[src/rtl/core/lks_pkg.sv]
// ----------------------------------------------------------------------------
// lks_pkg
// Shared types and constants for the keyed store with write-recency eviction.
// ----------------------------------------------------------------------------
package lks_pkg;

    localparam int CAPACITY  = 64;
    localparam int KEY_W     = 64;
    localparam int DATA_W    = 64;
    localparam int IDX_W     = $clog2(CAPACITY);
    localparam int RANK_W    = IDX_W;
    localparam int CNT_W     = $clog2(CAPACITY + 1);
    localparam int CTR_W     = 32;
    localparam int CFG_W     = 7;
    localparam int CFG_RESET = 64;

    typedef enum logic {
        OP_LOOKUP = 1'b0,
        OP_SAVE   = 1'b1
    } t_op;

    typedef enum logic [2:0] {
        ST_IDLE,
        ST_SCAN,
        ST_PREP,
        ST_UPDATE,
        ST_DONE
    } t_state;

    typedef struct packed {
        logic              operation;
        logic [KEY_W-1:0]  key;
        logic [DATA_W-1:0] write_data;
    } t_cmd;

    typedef struct packed {
        logic              hit;
        logic [DATA_W-1:0] read_data;
        logic [CTR_W-1:0]  lookups_total;
        logic [CTR_W-1:0]  hits_total;
        logic [CNT_W-1:0]  occupancy;
    } t_result;

    typedef struct packed {
        logic [KEY_W-1:0]  key;
        logic [DATA_W-1:0] value;
        logic [RANK_W-1:0] rank;
    } t_entry;

    typedef struct packed {
        logic [IDX_W-1:0]  rd_addr;
        logic [IDX_W-1:0]  wr_addr;
        logic              wr_entry;
        logic              wr_rank_en;
        logic [KEY_W-1:0]  wr_key;
        logic [DATA_W-1:0] wr_value;
        logic [RANK_W-1:0] wr_rank;
    } t_mem_req;

endpackage

[src/rtl/core/lks_ctrl.sv]
// ----------------------------------------------------------------------------
// lks_ctrl
// Sequencer: search pass over all entries, then a rank update pass on saves,
// with valid bits, occupancy and the saturating request counters.
// ----------------------------------------------------------------------------
module lks_ctrl (
    input  logic                       i_clk,
    input  logic                       i_rst_n,
    input  logic                       i_start,
    input  lks_pkg::t_cmd              i_cmd,
    input  logic [lks_pkg::CNT_W-1:0]  i_eff_cap,
    input  lks_pkg::t_entry            i_rd,
    output lks_pkg::t_mem_req          o_mem,
    output logic                       o_busy,
    output logic                       o_strobe,
    output lks_pkg::t_result           o_result
);

    localparam int IDX_W  = lks_pkg::IDX_W;
    localparam int CNT_W  = lks_pkg::CNT_W;
    localparam int RANK_W = lks_pkg::RANK_W;
    localparam int CTR_W  = lks_pkg::CTR_W;

    lks_pkg::t_state r_state, n_state;
    lks_pkg::t_cmd   r_cmd, n_cmd;
    logic [CNT_W-1:0]           r_addr, n_addr;
    logic                       r_pipe_vld, n_pipe_vld;
    logic [IDX_W-1:0]           r_pipe_idx, n_pipe_idx;
    logic [lks_pkg::CAPACITY-1:0] r_valid, n_valid;
    logic                       r_found, n_found;
    logic [IDX_W-1:0]           r_slot, n_slot;
    logic [RANK_W-1:0]          r_slot_rank, n_slot_rank;
    logic [lks_pkg::DATA_W-1:0] r_rdata, n_rdata;
    logic [IDX_W-1:0]           r_victim, n_victim;
    logic                       r_free_found, n_free_found;
    logic [IDX_W-1:0]           r_free, n_free;
    logic                       r_evict, n_evict;
    logic [IDX_W-1:0]           r_ins, n_ins;
    logic [CNT_W-1:0]           r_count, n_count;
    logic [CTR_W-1:0]           r_lookups, n_lookups;
    logic [CTR_W-1:0]           r_hits, n_hits;
    logic                       r_strobe, n_strobe;
    lks_pkg::t_result           r_result, n_result;

    logic is_save;
    logic issue;
    logic st_v;
    logic st_last;

    always_ff @(posedge i_clk) begin
        if (!i_rst_n) begin
            r_state      <= lks_pkg::ST_IDLE;
            r_addr       <= '0;
            r_pipe_vld   <= 1'b0;
            r_valid      <= '0;
            r_found      <= 1'b0;
            r_free_found <= 1'b0;
            r_evict      <= 1'b0;
            r_count      <= '0;
            r_lookups    <= '0;
            r_hits       <= '0;
            r_strobe     <= 1'b0;
        end else begin
            r_state      <= n_state;
            r_addr       <= n_addr;
            r_pipe_vld   <= n_pipe_vld;
            r_valid      <= n_valid;
            r_found      <= n_found;
            r_free_found <= n_free_found;
            r_evict      <= n_evict;
            r_count      <= n_count;
            r_lookups    <= n_lookups;
            r_hits       <= n_hits;
            r_strobe     <= n_strobe;
        end
    end

    always_ff @(posedge i_clk) begin
        r_cmd       <= n_cmd;
        r_pipe_idx  <= n_pipe_idx;
        r_slot      <= n_slot;
        r_slot_rank <= n_slot_rank;
        r_rdata     <= n_rdata;
        r_victim    <= n_victim;
        r_free      <= n_free;
        r_ins       <= n_ins;
        r_result    <= n_result;
    end

    assign is_save = (r_cmd.operation == lks_pkg::OP_SAVE);
    assign issue   = (r_addr != CNT_W'(lks_pkg::CAPACITY));
    assign st_v    = r_valid[r_pipe_idx];
    assign st_last = r_pipe_vld && (r_pipe_idx == IDX_W'(lks_pkg::CAPACITY - 1));

    always_comb begin
        n_state      = r_state;
        n_cmd        = r_cmd;
        n_addr       = r_addr;
        n_pipe_vld   = r_pipe_vld;
        n_pipe_idx   = r_pipe_idx;
        n_valid      = r_valid;
        n_found      = r_found;
        n_slot       = r_slot;
        n_slot_rank  = r_slot_rank;
        n_rdata      = r_rdata;
        n_victim     = r_victim;
        n_free_found = r_free_found;
        n_free       = r_free;
        n_evict      = r_evict;
        n_ins        = r_ins;
        n_count      = r_count;
        n_lookups    = r_lookups;
        n_hits       = r_hits;
        n_strobe     = 1'b0;
        n_result     = r_result;

        o_mem.rd_addr    = r_addr[IDX_W-1:0];
        o_mem.wr_addr    = r_pipe_idx;
        o_mem.wr_entry   = 1'b0;
        o_mem.wr_rank_en = 1'b0;
        o_mem.wr_key     = r_cmd.key;
        o_mem.wr_value   = r_cmd.write_data;
        o_mem.wr_rank    = '0;

        unique case (r_state)
            lks_pkg::ST_IDLE: begin
                if (i_start) begin
                    n_cmd        = i_cmd;
                    n_found      = 1'b0;
                    n_free_found = 1'b0;
                    n_evict      = 1'b0;
                    n_addr       = '0;
                    n_pipe_vld   = 1'b0;
                    n_state      = lks_pkg::ST_SCAN;
                end
            end
            lks_pkg::ST_SCAN: begin
                n_pipe_vld = issue;
                if (issue) begin
                    n_addr     = r_addr + CNT_W'(1);
                    n_pipe_idx = r_addr[IDX_W-1:0];
                end
                if (r_pipe_vld) begin
                    if (st_v && (i_rd.key == r_cmd.key) && !r_found) begin
                        n_found     = 1'b1;
                        n_slot      = r_pipe_idx;
                        n_slot_rank = i_rd.rank;
                        n_rdata     = i_rd.value;
                    end
                    // oldest valid entry holds rank count-1
                    if (st_v && (CNT_W'(i_rd.rank) == r_count - CNT_W'(1))) begin
                        n_victim = r_pipe_idx;
                    end
                    if (!st_v && !r_free_found) begin
                        n_free_found = 1'b1;
                        n_free       = r_pipe_idx;
                    end
                end
                if (st_last) begin
                    n_addr     = '0;
                    n_pipe_vld = 1'b0;
                    n_state    = is_save ? lks_pkg::ST_PREP : lks_pkg::ST_DONE;
                end
            end
            lks_pkg::ST_PREP: begin
                n_evict = !r_found && (r_count >= i_eff_cap);
                if (n_evict && (!r_free_found || (r_victim < r_free))) begin
                    n_ins = r_victim;
                end else begin
                    n_ins = r_free;
                end
                n_state = lks_pkg::ST_UPDATE;
            end
            lks_pkg::ST_UPDATE: begin
                n_pipe_vld = issue;
                if (issue) begin
                    n_addr     = r_addr + CNT_W'(1);
                    n_pipe_idx = r_addr[IDX_W-1:0];
                end
                if (r_pipe_vld) begin
                    if (r_found) begin
                        if (r_pipe_idx == r_slot) begin
                            o_mem.wr_entry   = 1'b1;
                            o_mem.wr_rank_en = 1'b1;
                        end else if (st_v && (i_rd.rank < r_slot_rank)) begin
                            o_mem.wr_rank_en = 1'b1;
                            o_mem.wr_rank    = i_rd.rank + RANK_W'(1);
                        end
                    end else begin
                        if (r_pipe_idx == r_ins) begin
                            o_mem.wr_entry      = 1'b1;
                            o_mem.wr_rank_en    = 1'b1;
                            n_valid[r_pipe_idx] = 1'b1;
                        end else if (r_evict && (r_pipe_idx == r_victim)) begin
                            n_valid[r_pipe_idx] = 1'b0;
                        end else if (st_v) begin
                            o_mem.wr_rank_en = 1'b1;
                            o_mem.wr_rank    = i_rd.rank + RANK_W'(1);
                        end
                    end
                end
                if (st_last) begin
                    n_addr     = '0;
                    n_pipe_vld = 1'b0;
                    n_state    = lks_pkg::ST_DONE;
                end
            end
            lks_pkg::ST_DONE: begin
                if (is_save) begin
                    if (!r_found) begin
                        n_count = r_count + CNT_W'(1) - CNT_W'(r_evict);
                    end
                end else begin
                    if (r_lookups != '1) begin
                        n_lookups = r_lookups + CTR_W'(1);
                    end
                    if (r_found && (r_hits != '1)) begin
                        n_hits = r_hits + CTR_W'(1);
                    end
                end
                n_result.hit           = r_found;
                n_result.read_data     = (!is_save && r_found) ? r_rdata : '0;
                n_result.lookups_total = n_lookups;
                n_result.hits_total    = n_hits;
                n_result.occupancy     = n_count;
                n_strobe               = 1'b1;
                n_state                = lks_pkg::ST_IDLE;
            end
            default: begin
                n_state = lks_pkg::ST_IDLE;
            end
        endcase
    end

    assign o_busy   = (r_state != lks_pkg::ST_IDLE);
    assign o_strobe = r_strobe;
    assign o_result = r_result;

endmodule

[config.mk]
export PLATFORM = sky130hd
export DESIGN_NAME = lks_ctrl
export DESIGN_NICKNAME = d
export VERILOG_FILES = /design/src/rtl/core/lks_pkg.sv /design/src/rtl/core/lks_ctrl.sv
export SDC_FILE = /design/constraint.sdc
export NUM_CORES = 1
export LEC_CHECK = 0
export CORE_UTILIZATION = 42
export DETAILED_ROUTE_END_ITERATION = 7
export DONT_BUFFER_PORTS = 1
export HOLD_SLACK_MARGIN = 0.1
export PLACE_DENSITY_LB_ADDON = 0.2
export SYNTH_ARGS = -nofsm -noshare
export SYNTH_HDL_FRONTEND = slang
export SYNTH_SLANG_ARGS = --single-unit
[constraint.sdc]
create_clock -name i_clk -period 23.8 [get_ports i_clk]
set_input_delay 3.57 -clock i_clk [delete_from_list [all_inputs] [get_ports i_clk]]
set_output_delay 3.57 -clock i_clk [all_outputs]
set_load 0.02 [all_outputs]
## Word-level counts from Yosys, hierarchy flattened

Cells that the tools add are included.

- Flip-flop bits (word level): 515
- Word-level logic and storage cells: 149
- Input bits: 273

- Reductions and logical operators: 36
- $lt $le $gt $ge: 5
- Bitwise logic cells: 4
- Muxes and demuxes: 51
- Eq/ne operators: 20
- Add/subtract/negate cells: 7

Operator list:

| operator | count |
|---|---|
| $mux W32 | 4 |
| $mux W64 | 2 |
| $add A32 B1 Y32 const B | 2 |
| $and A64 B64 Y64 | 1 |
| $eq A64 B64 Y1 | 1 |
| $ne A32 B32 Y1 const B | 2 |
| $not A64 Y64 | 1 |
| $or A64 B64 Y64 | 1 |
| $mux W6 | 9 |
| $mux W7 | 5 |
| $eq A6 B6 Y1 | 3 |
| $mux W1 | 16 |
| $reduce_and A3 Y1 | 5 |
| $add A7 B1 Y7 const B | 2 |
| $pmux W7 S2 | 1 |
| $logic_and A1 B1 Y1 | 12 |
| $lt A6 B6 Y1 | 2 |
| $mux W3 | 4 |
| $ne A2 B2 Y1 const B | 6 |
| $pmux W3 S4 | 1 |
| $reduce_and A4 Y1 | 3 |
| $pmux W1 S2 | 4 |
| $reduce_and A2 Y1 | 4 |
| $reduce_bool A2 Y1 | 4 |
| other kinds (22) | 28 |

## Longest topological paths before layout

Gate-level depths: netlist (run 1).

- Depth after elaboration: 8
- Gate-level depth with buffers: 12
- Mapped depth without buffers: 12

## Worst setup path after synthesis (run 1)

OpenSTA, ideal clock, no wires.

- Path type: input-to-reg
- Start: in i_rd[96] (netlist name)
- End: reg r_rdata[0] (netlist name), enable pin
- Data arrival time: 11497 ps
- Required time: 23099 ps
- Path slack: 11602 ps
- Path buffers: 0
- Stages: 5
- Cells stage by stage: xnor2_1 nand4_1 nor4_1 nand3_1 nor4_1

- Cells in the longest elaborated chain, start to end: 4

Ends and longest elaborated chain:

| item | line | source |
|---|---|---|
| start, declared | lks_ctrl.sv:12 | `input lks_pkg::t_entry i_rd,` |
| $eq A64 B64 Y1 | lks_ctrl.sv:144 | `if (st_v && (i_rd.key == r_cmd.key) && !r_found) begin` |
| $logic_and A1 B1 Y1 (2 in series) | lks_ctrl.sv:144 |  |
| $reduce_and A3 Y1 (no source line) | n/a |  |
| end signal, assigned | lks_ctrl.sv:83 | `r_rdata <= n_rdata;` |
| end, declared | lks_ctrl.sv:33 | `logic [lks_pkg::DATA_W-1:0] r_rdata, n_rdata;` |

Every way passes these cells.
A chain may end at the register's enable or synchronous reset.

==> results of run 1 <==
[layout make-up]
cell class	instances	share of cell area, %
well taps	672	3.47
inverters	53	0.862
flip-flops and latches	515	57.6
diodes	11	0.114
multi-input cells	1013	29.3
clock buffers	69	6.19
clock inverters	37	2.01
repair buffers	16	0.495
[metal layers]
layer | global-route usage, % | share of wire [%]
met2 | 34.3 | 47
met5 | 0 | 0.059
met4 | 8.67 | 3.1
met3 | 5.73 | 7.6
met1 | 27.1 | 42
[worst max-delay path by stage]
| stage | slack, ns | depth (start not counted) | to |
|---|---|---|---|
| 5_1_grt | 14.54 | 7 | o_mem[3] |
| 2_1_floorplan | 11.60 | 5 | r_rdata[0] |
| 3_5_place_dp | 14.63 | 7 | o_mem[5] |
| 3_3_place_gp | 14.65 | 7 | o_mem[5] |
| 6_report | 14.60 | 7 | o_mem[3] |
| 4_1_cts | 14.63 | 7 | o_mem[5] |
[critical path, stage by stage]
cell and delay [ns]:
ha_1 0.28, a21oi_1 0.12, o21ai_0 0.13, a311oi_1 0.30, a21oi_1 0.06, or3_1 0.50
nor2_1 0.65
[per-stage QoR]
stage          std cells  hold slack, ns  util [%]  worst slack [ns]
6_report            2386           0.476      48.0             14.60
5_1_grt             2386           0.485      48.0             14.54
4_1_cts             2375           0.475      48.0             14.63
3_5_place_dp        2269           0.458      44.0             14.63
3_3_place_gp        2269           0.461      44.0             14.65
2_1_floorplan       1679           0.434         -             11.60
[Yosys cell counts, drive strengths merged, types with 4 or more instances]
cell type  instances  area [um^2]
nand3             50          250
and3              15         93.8
nor4b              4         41.3
nand2             85          319
and4               8         70.1
nor3              34          170
a22o               5         43.8
xor2              86          753
nor2              75          282
nor4              16          100
dfxtp            150         3000
buf               27          161
o22ai              6         37.5
o21ai             24          120
a21oi             15         75.1
and2             123          769
nor2b             15         93.8
o31ai             66          495
ha                36          450
clkbuf            71          268
a221o              4         40.0
inv               53          199
xnor2            128         1120
a21boi            11         82.6
nand4             38          238
o211ai            66          495
or2                4         25.0
mux4               4         90.1
o211a              4         40.0
nand2b             9         56.3
or3               11         68.8
mux2              17          191
edfxtp           365        11000
a221oi             4         35.0
a22oi              9         67.6
[cell families (layout without fill, tap and decap cells)]
kind of cell	Yosys count	in the layout	synth area share [%]
adders and majority gates	36	36	2.08
other	0	11	0
buffers and inverters	151	175	2.90
and+or+nand+nor	496	496	12.2
DFF	515	515	64.5
xor gates and xnor gates	214	214	8.65
muxes	24	24	1.44
AOI/OAI and AO/OA	243	243	8.25
[power by group through the flow]
| stage | clock, mW | sequential (mW) | combinational, mW |
|---|---|---|---|
| after floorplan | 0 | 1.01 | 0.0365 |
| after global placement | 0 | 1.02 | 0.0432 |
| after detailed placement | 0 | 1.02 | 0.0438 |
| after CTS | 0.953 | 1.00 | 0.0440 |
| after global routing | 0.989 | 1.00 | 0.0477 |
| final | 0.934 | 1.00 | 0.0437 |
==> flow_results.xml, run 1 <==
<?xml version="1.0" encoding="UTF-8"?>
<metrics>
  <group name="cts">
    <metric name="cts_bufs_inserted" unit="">56</metric>
    <metric name="insertion_delay" unit="ns">0.61</metric>
    <metric name="clock_sink_count" unit="">515</metric>
    <metric name="htree_num_levels" unit="">2</metric>
    <metric name="post_cts.repair.setup_buffers" unit="">0</metric>
    <metric name="cts_resized" unit="">0</metric>
    <metric name="cts-hold-fix-buffers" unit="">0</metric>
    <metric name="cts_tree" unit="">built</metric>
    <metric name="clock-root-buffer" unit="">clkbuf_16</metric>
    <metric name="clk_transition_reported_paths" unit="ns">0.06</metric>
    <metric name="longest_clk_path_bufs" unit="">3</metric>
  </group>
  <group name="hold_path">
    <metric name="holdCritStartpoint" unit="">r_free_found</metric>
    <metric name="end_of_the_worst_hold_path" unit="">r_free_found</metric>
    <metric name="timing.hold.worst_path_depth" unit="">2</metric>
    <metric name="worstHoldPathType" unit="">register to register</metric>
  </group>
  <group name="cells_and_area">
    <metric name="nets" unit="">1964</metric>
    <metric name="drive_above_1_share" unit="%">8.51</metric>
    <metric name="fillers" unit="">4441</metric>
    <metric name="multiInputGateArea" unit="um^2">7100</metric>
    <metric name="synthToLayoutAreaGrowth" unit="%">11.9</metric>
    <metric name="most_frequent_cells_in_the_layout" unit="">365 x edfxtp_1, 150 x dfxtp_1, 128 x xnor2_1, 123 x and2_1, 86 x xor2_1</metric>
    <metric name="seq_area" unit="um^2">14000</metric>
    <metric name="layout.cells.most_common" unit="">edfxtp_1</metric>
    <metric name="final_design_area_no_fill" unit="um^2">24300</metric>
  </group>
  <group name="timing">
    <metric name="finalCritPeriodShare" unit="%">38.6</metric>
    <metric name="max_freq" unit="MHz">109</metric>
    <metric name="grt_setup_unrepaired" unit="">no</metric>
    <metric name="transition_time_of_the_tightest_slew_check_pin" unit="ns">1.16</metric>
    <metric name="final_setup_violation_count" unit="">0</metric>
    <metric name="finalSetupTns" unit="ns">0</metric>
    <metric name="final_hold_violations" unit="">0</metric>
    <metric name="post-route-min-period" unit="ns">9.20</metric>
    <metric name="max_slew_margin" unit="%">22.0</metric>
    <metric name="slew_viol_final" unit="">0</metric>
    <metric name="finClkSkew" unit="ns">0.0236</metric>
  </group>
  <group name="setup_path">
    <metric name="worst_setup_start_kind" unit="">input pin</metric>
    <metric name="reg2reg_depth" unit="">8</metric>
    <metric name="critPathMaxFanout" unit="">6</metric>
    <metric name="crit_required" unit="ns">20.23</metric>
    <metric name="timing_worst_setup_path_type" unit="">input pin to primary output</metric>
    <metric name="worst_setup_path_end_kind" unit="">primary output</metric>
    <metric name="worst_r2r_endpoint" unit="">r_rdata[56]</metric>
    <metric name="launching_point_of_the_worst_reg2reg_path" unit="">r_pipe_idx[4]</metric>
    <metric name="crit_arrival" unit="ns">5.63</metric>
    <metric name="minimum_setup_slack_among_reg_to_reg_paths" unit="ns">19.51</metric>
    <metric name="cp-startpoint" unit="">i_rd[3]</metric>
  </group>
  <group name="floorplanning">
    <metric name="floorplan.initialDensity" unit="%">42.9</metric>
    <metric name="io-pin-count" unit="">559</metric>
    <metric name="floorplan.die.height" unit="um">229</metric>
    <metric name="die-area" unit="um^2">52500</metric>
    <metric name="core" unit="um^2">50500</metric>
    <metric name="std_cell_rows" unit="">82</metric>
    <metric name="fp.dieW" unit="um">229</metric>
  </group>
  <group name="route">
    <metric name="drt_pre_antenna_iters" unit="">5</metric>
    <metric name="route.antenna.remaining_nets" unit="">0</metric>
    <metric name="vias_per_cell" unit="">5.52</metric>
    <metric name="drc_violation_count_after_routing" unit="">0</metric>
    <metric name="drt-wirelength-per-cell" unit="um">24.2</metric>
    <metric name="routed_wl" unit="um">57800</metric>
    <metric name="dr.first_iter.drc_count" unit="">907</metric>
    <metric name="dr_total_vias" unit="">13200</metric>
  </group>
  <group name="placement">
    <metric name="cell_area_reported_after_detailed_placement" unit="um^2">22200</metric>
    <metric name="place.detailed.hpwl" unit="um">41700</metric>
    <metric name="place.port_buffers" unit="">0</metric>
    <metric name="gpl.final_weighted_congestion" unit="">0.958</metric>
  </group>
  <group name="synth">
    <metric name="postSynthRegisterBits" unit="">515</metric>
    <metric name="synth_enable_flop_cells" unit="">365</metric>
    <metric name="synth-async-reset-ratio" unit="%">0</metric>
    <metric name="netlist-cell-type-count" unit="">62</metric>
    <metric name="synth-warning-count" unit="">0</metric>
    <metric name="synth-main-ff-cell" unit="">edfxtp_1</metric>
    <metric name="syn_inst" unit="">1679</metric>
    <metric name="seq_total_area_yosys" unit="%">64.5</metric>
    <metric name="avgSynthCellArea" unit="um^2">12.9</metric>
    <metric name="mapped_nets" unit="">1988</metric>
    <metric name="syn-cell-area" unit="um^2">21700</metric>
  </group>
  <group name="global_route">
    <metric name="grt_pass1_wl" unit="um">83800</metric>
    <metric name="gr-total-overflow" unit="">0</metric>
    <metric name="grt_max_degree" unit="">148</metric>
    <metric name="grt_pass1_vias" unit="">12600</metric>
    <metric name="track_usage" unit="%">21.3</metric>
    <metric name="grt_antenna_before_repair" unit="">16</metric>
  </group>
  <group name="pwr">
    <metric name="comb_power_share" unit="%">2.2</metric>
    <metric name="ir_worst_vdd" unit="mV">0.0634</metric>
    <metric name="netSwitchingPower" unit="mW">0.423</metric>
    <metric name="power.share.switching" unit="%">21.4</metric>
    <metric name="overall_power" unit="mW">1.98</metric>
    <metric name="power.density" unit="nW/um^2">81.7</metric>
    <metric name="clock_power_share" unit="%">47.1</metric>
    <metric name="cellInternalPower" unit="mW">1.56</metric>
    <metric name="leakagePower" unit="nW">8.15</metric>
    <metric name="share_seq_of_total_power" unit="%">50.7</metric>
  </group>
  <group name="job">
    <metric name="maxCapViolations" unit="">0</metric>
  </group>
  <group name="status">
    <metric name="run_status" unit="">completed</metric>
  </group>
</metrics>
No activity file was read; power rests on OpenSTA's default activity.
==> inputs of run 2 (changes only) <==
clock period = 7.7 ns   (was 23.8 ns; I/O delays follow)
==> flow_results.xml, run 2 (synthesis gave the netlist of run 1 again) <==
<?xml version="1.0" encoding="UTF-8"?>
<metrics>
  <group name="setup_path">
    <metric name="timing_worst_setup_path_type" unit="">register to primary output</metric>
    <metric name="critPathMaxFanout" unit="">29</metric>
    <metric name="crit_arrival" unit="ns">4.15</metric>
    <metric name="worst_setup_path_end_kind" unit="">primary output</metric>
    <metric name="worst_setup_start_kind" unit="">register</metric>
    <metric name="crit_required" unit="ns">6.55</metric>
  </group>
  <group name="global_route">
    <metric name="met1_demand_to_capacity_share_in_global_routing" unit="%">26.7</metric>
    <metric name="grt_max_degree" unit="">148</metric>
    <metric name="grt_pass1_wl" unit="um">82900</metric>
    <metric name="globalRoute.busiestLayer" unit="">met2</metric>
    <metric name="grtUsageMet3" unit="%">5.76</metric>
    <metric name="grt_antenna_before_repair" unit="">13</metric>
    <metric name="routing_usage_on_met2" unit="%">34.8</metric>
    <metric name="grt_pass1_vias" unit="">12600</metric>
    <metric name="gr-total-overflow" unit="">0</metric>
    <metric name="track_usage" unit="%">21.1</metric>
  </group>
  <group name="cts">
    <metric name="htree_num_levels" unit="">2</metric>
    <metric name="longest_clk_path_bufs" unit="">3</metric>
    <metric name="cts_tree" unit="">built</metric>
    <metric name="cts-hold-fix-buffers" unit="">0</metric>
    <metric name="insertion_delay" unit="ns">0.61</metric>
    <metric name="post_cts.repair.setup_buffers" unit="">0</metric>
    <metric name="clock-root-buffer" unit="">clkbuf_16</metric>
    <metric name="cts_bufs_inserted" unit="">55</metric>
    <metric name="cts_resized" unit="">0</metric>
    <metric name="clk_transition_reported_paths" unit="ns">0.06</metric>
    <metric name="clock_sink_count" unit="">515</metric>
  </group>
  <group name="route">
    <metric name="vias_per_cell" unit="">5.51</metric>
    <metric name="drc_violation_count_after_routing" unit="">0</metric>
    <metric name="drt-wirelength-per-cell" unit="um">24.0</metric>
    <metric name="routed_wl" unit="um">57000</metric>
    <metric name="drt_pre_antenna_iters" unit="">6</metric>
    <metric name="route.antenna.remaining_nets" unit="">0</metric>
    <metric name="dr.first_iter.drc_count" unit="">900</metric>
    <metric name="dr_total_vias" unit="">13100</metric>
  </group>
  <group name="cells_and_area">
    <metric name="drive_above_1_share" unit="%">7.54</metric>
    <metric name="most_frequent_cells_in_the_layout" unit="">365 x edfxtp_1, 150 x dfxtp_1, 128 x xnor2_1, 123 x and2_1, 86 x xor2_1</metric>
    <metric name="nets" unit="">1961</metric>
    <metric name="layout.cells.most_common" unit="">edfxtp_1</metric>
    <metric name="synthToLayoutAreaGrowth" unit="%">10.6</metric>
  </group>
  <group name="pwr">
    <metric name="ir_worst_vdd" unit="mV">0.203</metric>
    <metric name="leakagePower" unit="nW">8.01</metric>
    <metric name="power.density" unit="nW/um^2">241</metric>
    <metric name="overall_power" unit="mW">5.77</metric>
  </group>
  <group name="timing">
    <metric name="finalSetupTns" unit="ns">0</metric>
    <metric name="final_hold_violations" unit="">0</metric>
    <metric name="final_setup_violation_count" unit="">0</metric>
    <metric name="max_slew_margin" unit="%">26.4</metric>
    <metric name="transition_time_of_the_tightest_slew_check_pin" unit="ns">1.10</metric>
    <metric name="slew_viol_final" unit="">0</metric>
    <metric name="finClkSkew" unit="ns">0.0241</metric>
    <metric name="grt_setup_unrepaired" unit="">no</metric>
    <metric name="post-route-min-period" unit="ns">5.31</metric>
    <metric name="max_freq" unit="MHz">188</metric>
    <metric name="finalCritPeriodShare" unit="%">68.9</metric>
  </group>
  <group name="status">
    <metric name="run_status" unit="">completed</metric>
  </group>
  <group name="hold_path">
    <metric name="worstHoldPathType" unit="">register to register</metric>
  </group>
  <group name="floorplanning">
    <metric name="die-area" unit="um^2">52500</metric>
    <metric name="std_cell_rows" unit="">82</metric>
    <metric name="fp.dieW" unit="um">229</metric>
    <metric name="core" unit="um^2">50500</metric>
    <metric name="io-pin-count" unit="">559</metric>
    <metric name="floorplan.die.height" unit="um">229</metric>
    <metric name="floorplan.initialDensity" unit="%">42.9</metric>
  </group>
  <group name="job">
    <metric name="maxCapViolations" unit="">0</metric>
  </group>
  <group name="placement">
    <metric name="place.detailed.hpwl" unit="um">41600</metric>
    <metric name="place.port_buffers" unit="">0</metric>
    <metric name="gpl.final_weighted_congestion" unit="">1.05</metric>
  </group>
</metrics>
run 2: changes by cell type in the layout (fill, tap and decap cells not counted), moves of 2 or more:
cell / change
inv_6: -5
clkinv_1: +6
bufinv_16: -9
clkinv_2: -4
diode_2: -7
clkinvlp_4: +2
clkbuf_1: +5
buf_4: -3
run 2: area by class of cell:
| type | count | area [um^2] |
|---|---|---|
| diodes | 4 | 10.0 |
| clock buffers | 73 | 1510 |
| clock inverters | 30 | 231 |
| fillers | 4494 | 26500 |
| inverters | 53 | 206 |
| multi-input cells | 1013 | 7100 |
| flip-flops and latches | 515 | 14000 |
| well taps | 672 | 841 |
| repair buffers | 14 | 103 |
run 2: path summary, 6_finish.rpt:
path	endpoint	slack (ns)	cells past startpoint	from
setup reg to reg	r_rdata[52]	3.28	6	r_pipe_idx[3]
hold reg to reg	r_free_found	0.48	2	r_free_found
hold / removal	r_free_found	0.48	2	r_free_found
setup / recovery	o_mem[0]	2.39	8	r_pipe_idx[2]
run 2: power by group:
| part | switching [mW] | internal (mW) | total, mW |
|---|---|---|---|
| combinational | 0.0891 | 0.0488 | 0.138 |
| sequential | 0.0947 | 3.01 | 3.10 |
| clock | 1.08 | 1.45 | 2.53 |
| total | 1.27 | 4.50 | 5.77 |
run 2: stage by stage:
stage                     utilization (%)  worst slack (ns)  hold slack, ns  cells  area (um^2)
after global placement               44.0              3.09           0.450   2267        22200
after detailed placement             44.0              2.97           0.463   2267        22200
after floorplan                         -              1.14           0.434   1679        21700
final                                47.5              2.39           0.476   2374        24000
after CTS                            47.5              2.31           0.470   2370        24000
after global routing                 47.5              2.19           0.506   2373        24000
run 2: metal layers:
layer,up-vias,part of all wire (%)
li1,6082,-
met1,6336,42
met2,552,48
met3,110,7.5
met4,4,3.2
met5,-,0.047
run 2: critical path, stage by stage, from the launching register on:
cell	delay [ns]
edfxtp_1	0.50
buf_4	0.39
mux2_2	0.39
a221o_1	0.35
a222oi_1	0.31
o2bb2ai_1	0.12
nor4b_2	0.86
or3_1	0.37
nor2_1	0.23
